==> src/rtl/core/tsq_pkg.sv <==
`timescale 1ns / 1ps
// Shared constants, codes and command/status types of the two-stack queue.
// No dependencies; every other file refers to it by scoped names.
package tsq_pkg;

    localparam int STACK_DEPTH = 128;
    localparam int PTR_W       = (STACK_DEPTH > 1) ? $clog2(STACK_DEPTH) : 1;
    localparam int CNT_W       = $clog2(STACK_DEPTH + 1);
    localparam int DATA_W      = 32;
    localparam int STATUS_W    = 2;
    localparam int COUNT_W     = 9;

    // request codes
    localparam logic REQ_ENQ = 1'b0;
    localparam logic REQ_DEQ = 1'b1;

    // result status codes
    localparam logic [STATUS_W-1:0] STS_OK    = 2'd0;
    localparam logic [STATUS_W-1:0] STS_FULL  = 2'd1;
    localparam logic [STATUS_W-1:0] STS_EMPTY = 2'd2;

    // controller -> datapath
    typedef struct packed {
        logic                push;        // write input stack, bump in count
        logic                pop;         // read output stack top, drop out count
        logic                xfer;        // read input stack top, drop in count
        logic                load_rsp;    // load the result register
        logic [STATUS_W-1:0] rsp_status;
        logic                rsp_use_mem; // result data from output stack read
    } t_dp_cmd;

    // datapath -> controller
    typedef struct packed {
        logic in_full;
        logic in_empty;
        logic out_empty;
        logic xfer_pend;  // a moved element still waits to be written
        logic rsp_free;   // result register empty or drained this cycle
    } t_dp_sts;

endpackage

==> src/rtl/core/tsq_ctrl.sv <==
`timescale 1ns / 1ps
// Controller of the two-stack queue: decodes requests and sequences the
// stack transfer and pop. Depends on tsq_pkg.
module tsq_ctrl (
    input  logic             i_clk,
    input  logic             i_rst_n,
    input  logic             i_req_valid,
    input  logic             i_req_type,
    output logic             o_req_ready,
    input  tsq_pkg::t_dp_sts i_sts,
    output tsq_pkg::t_dp_cmd o_cmd
);

    localparam logic [1:0] S_IDLE = 2'd0;
    localparam logic [1:0] S_XFER = 2'd1;
    localparam logic [1:0] S_POP  = 2'd2;

    logic [1:0] r_state;
    logic [1:0] n_state;
    logic       w_accept;

    assign o_req_ready = (r_state == S_IDLE) && i_sts.rsp_free;
    assign w_accept    = i_req_valid && o_req_ready;

    always_comb begin
        n_state     = r_state;
        o_cmd       = '0;
        o_cmd.rsp_status = tsq_pkg::STS_OK;
        unique case (r_state)
            S_IDLE: begin
                if (w_accept) begin
                    if (i_req_type == tsq_pkg::REQ_ENQ) begin
                        o_cmd.load_rsp = 1'b1;
                        if (i_sts.in_full) begin
                            o_cmd.rsp_status = tsq_pkg::STS_FULL;
                        end else begin
                            o_cmd.push = 1'b1;
                        end
                    end else if (i_sts.in_empty && i_sts.out_empty) begin
                        o_cmd.load_rsp   = 1'b1;
                        o_cmd.rsp_status = tsq_pkg::STS_EMPTY;
                    end else if (!i_sts.out_empty) begin
                        o_cmd.pop = 1'b1;
                        n_state   = S_POP;
                    end else begin
                        n_state = S_XFER;
                    end
                end
            end
            S_XFER: begin
                // move one element a cycle; pop once the last write has landed
                if (!i_sts.in_empty) begin
                    o_cmd.xfer = 1'b1;
                end else if (!i_sts.xfer_pend) begin
                    o_cmd.pop = 1'b1;
                    n_state   = S_POP;
                end
            end
            S_POP: begin
                o_cmd.load_rsp    = 1'b1;
                o_cmd.rsp_use_mem = 1'b1;
                n_state           = S_IDLE;
            end
            default: begin
                n_state = S_IDLE;
            end
        endcase
    end

    always_ff @(posedge i_clk) begin
        if (!i_rst_n) begin
            r_state <= S_IDLE;
        end else begin
            r_state <= n_state;
        end
    end

endmodule

==> config.mk <==
export PLATFORM = sky130hd
export DESIGN_NAME = tsq_ctrl
export DESIGN_NICKNAME = d
export VERILOG_FILES = /design/src/rtl/core/tsq_pkg.sv /design/src/rtl/core/tsq_ctrl.sv
export SDC_FILE = /design/constraint.sdc
export NUM_CORES = 1
export LEC_CHECK = 0
export ABC_AREA = 0
export ABC_CLOCK_PERIOD_IN_PS = 1600
export BUFFER_PORTS_ARGS = -buffer_cell sky130_fd_sc_hd__buf_4
export CAP_MARGIN = 20
export CORE_AREA = 2 2 39 41
export CTS_BUF_LIST = sky130_fd_sc_hd__clkbuf_2 sky130_fd_sc_hd__clkbuf_4 sky130_fd_sc_hd__clkbuf_8
export DETAILED_ROUTE_END_ITERATION = 8
export DIE_AREA = 0 0 41 43
export PLACE_DENSITY_LB_ADDON = 0.05
export SLEW_MARGIN = 0
export SYNTH_ARGS = -nofsm -noshare
export SYNTH_HDL_FRONTEND = slang
export SYNTH_SLANG_ARGS = --single-unit
==> constraint.sdc <==
create_clock -name i_clk -period 1.6 [get_ports i_clk]
set_input_delay 0.32 -clock i_clk [delete_from_list [all_inputs] [get_ports i_clk]]
set_output_delay 0.32 -clock i_clk [all_outputs]
set_load 0.03 [all_outputs]
Yosys cells after proc, flatten, opt, wreduce, memory -nomap -nowiden:

Cells that the tools add are included.
W data, S select, Z words.

* output and inout port bits: 8
* word-level logic and storage cells: 39
* register bits after elaboration: 2

* equality and inequality tests: 7
* reduce and logical (&&, ||, !) cells: 5
* mux-type cells: 26

Operators by type and width (number)
* $mux W2: 8
* $mux W1: 12
* $ne A2 B2 Y1 const B: 5
* $mux W3: 3
* $reduce_and A5 Y1: 1
* $pmux W1 S2: 2
* $pmux W2 S2: 1
* $logic_and A1 B1 Y1: 3
* $eq A2 B1 Y1 const B: 1
* $eq A2 B2 Y1 const B: 1
* $logic_not A2 Y1: 1

Depth between registers and ports, before layout:

* depth in word-level cells: 5
* gate-level depth with buffers: 4

Worst setup path after synthesis:

OpenSTA, ideal clock, no wires.

* path kind: flip-flop to output port
* start point: register r_state[0]
* end point: output port o_cmd[2] in the netlist's numbering
* cell stages (with the launch flop): 3
* slack: -0.145 ns
* arrival time: 1.425 ns
* path buffers: 1
* cells stage by stage: dfxtp_1 -> buf_6 -> nor4_1

RTL lines
* start: declaration: RTL line tsq_ctrl.sv:18 `logic [1:0] r_state;`
* start signal: assignment: RTL line tsq_ctrl.sv:74 `r_state <= n_state;`
* end: declaration: RTL line tsq_ctrl.sv:11 `output tsq_pkg::t_dp_cmd o_cmd`

==> results.cfg <==
[outcome]
outcome = finished clean

[pwr]
seqPwrFrac_pct = 22.6
p_leak_uw = 0.000166
peakVddDrop_v = 0.000326
switching_power_uw = 76.0
pwr-share-clk_pct = 49.2
p_sw_share_pct = 31.1
power_uw = 245
pwr-share-comb_pct = 28.2
powerDensity_nw_per_um2 = 667
intPower_uw = 169

[setup_path]
worstPathRequired_ns = 1.28
startpoint_type = flip-flop
arrival_ns = 1.19
crit_type = flip-flop to output pin
cp_top_family = simple AND/OR/NAND/NOR gates
cpMaxStageDelayCell = dfxtp_2
path_buf_inv = 1
slowest_delay_ns = 0.36
end_kind = output pin
cp_max_fo = 8
path_cells = nor4_2 -> nor2b_1 -> buf_4

[timing]
report.final.slew_viol_count = 0
layout_min_cycle_time_ns = 1.51
maxSlewHeadroom_pct = 85.2
setup_viol = 0
worstMarginPinSlew_ns = 0.221
setup_tns_ns = 0
timing.fmax_mhz = 662
fin_skew_ns = 0.00794
finalCritPeriodShare_pct = 94.5
rsz0062_at_grt = false
timing_hold_violations_final = 0

[synth]
ys_ff_latch = 2
async_reset_ff_share_pct = 0
synth_area_leader_cell = dfxtp_1
synth_warnings = 0
synth_area_sq_um = 198
syn_avg_cell_area_sq_um = 7.91
synthDistinctLibCells = 18
synth_flop_cell = dfxtp_1
synth_edf_count = 0
synthTopCellsByArea = dfxtp_1 (20%), nor3b_1 (7.6%), nor4b_2 (7.6%), nor4_1 (6.3%), buf_6 (5.7%)
post_synth_inst_count = 25
synth.most_common_cell = nand2_1
syn_nets = 34
synth_top_cell_area_share_pct = 20.3
synth_seq_area_share_pct = 20.3

[routing]
totalWireLength_microns = 632
via_count = 258
viasPerCell = 4.37
drt_iter0_markers = 0
drt_pass1_iterations = 1
ant_nets = 0
post_drt_wl_per_cell_microns = 10.7
drc = 0

[layout]
nFillCells = 151
regMostFlops = r_state
utilization_pct = 26.5
diodes = 0
syn_to_final_growth_pct = 85.4
largest_reg_flops = 2
fin_nets = 54
reg_top3 = r_state x2
stdcell_count = 59
drive_gt1_share_pct = 60.5

[placed_design]
dp.cells = 56
dpl.hpwl_microns = 475
gp_congestion = 0.621
port-buffer-count = 16

[clock_network]
cts_sinks = 2
cts_buffer_depth = 2
h-tree-depth = 1
clkLatencyLatePin_ns = 0.24
path_clk_slew_ns = 0.04
post-cts-setup-buffers = 0
cts-root-buf = clkbuf_4
cts_tree = yes
cts_buffers = 3

[die]
num_rows = 14
ios = 17
dieArea_sq_um = 1760
start_util_pct = 14.3
coreArea_sq_um = 1380
die_x_microns = 41
die_y_microns = 43

[grt]
antenna_found_initial = 0
grt_pass1_vias = 226
grt_pass1_wl_microns = 910
grt_max_degree = 10
grt-ovfl-total = 0
grtUsageTotal_pct = 8.32

[min_path]
hold_class = primary input to flip-flop

[run]
drv_cap = 0
[cell usage in the layout (no fill, tap or decap), types with 2 or more instances in the layout]
cell type | Yosys | routed
buf_4 | 0 | 17
nand2_1 | 3 | 3
clkbuf_4 | 0 | 3
nor2_1 | 2 | 2
nor4_2 | 0 | 2
a21oi_1 | 2 | 2
nor3b_1 | 2 | 2
dfxtp_2 | 0 | 2
[worst paths after layout]
check	startpoint	endpoint	slack, ns	cells after the start
worst max register to register	r_state[0]$_SDFFE_PN0P_	r_state[1]$_SDFFE_PN0P_	0.53	3
worst min register to register	r_state[1]$_SDFFE_PN0P_	r_state[1]$_SDFFE_PN0P_	0.53	1
worst min-delay path	i_rst_n	r_state[0]$_SDFFE_PN0P_	0.35	2
worst max-delay path	r_state[1]$_SDFFE_PN0P_	o_cmd[6]	0.09	3
[logic make-up (layout without fill, tap and decap cells)]
logic type / after synthesis / after routing / share of synthesized area [%]
buf+inv: 3 / 21 / 10.1
flops: 2 / 2 / 20.3
compound gates: 7 / 7 / 29.7
simple gates: 13 / 13 / 39.9
[stage by stage]
stage               area (sq um)  hold WS [ns]  setup WS, ns
floorplan                    204         0.460        0.0810
global placement             335         0.584         0.156
detailed placement           335         0.591         0.167
CTS                          364         0.351       0.00944
global route                 367         0.345       0.00795
finish                       367         0.349        0.0884
[routing by layer]
metal | vias up | GRT usage (%) | routed length [microns]
met3 | 0 | 9.42 | 71
met5 | - | 0 | 0
li1 | 134 | - | -
met2 | 11 | 10.6 | 291
met4 | 0 | 2.00 | 0
met1 | 113 | 8.95 | 269
[layout make-up]
class,count,area (sq um),area share (%)
clock buffer,3,22.5,6.14
inverter,1,3.75,1.02
multi-input combinational,20,150,41.0
sequential,2,42.5,11.6
tap,16,20.0,5.46
timing repair buffer,17,128,34.8
[power groups by stage]
stage	combinational [uW]	clock [uW]	sequential, uW
after floorplan	37.6	0	52.8
after global placement	68.2	0	55.6
after detailed placement	68.5	0	55.5
after CTS	69.4	124	55.0
after global routing	74.9	131	55.7
final	69.0	120	55.3
[worst register-to-register path, delay by kind of cell (launching register included)]
kind	cells	cell delay, ns
and+or+nand+nor	1	0.20
DFF	1	0.35
buffers and inverters	1	0.15
AOI/OAI and AO/OA	1	0.28
[what timing repair did]
| action | in CTS | in global routing |
|---|---|---|
| endpoints found under the hold margin | 0 | 0 |
| pin swaps | 0 | 1 |
| endpoints found under the setup margin | 2 | 4 |
| resized for setup | 1 | 2 |
| hold buffers | 0 | 0 |
Note: power is estimated with default switching activity, not from simulation.
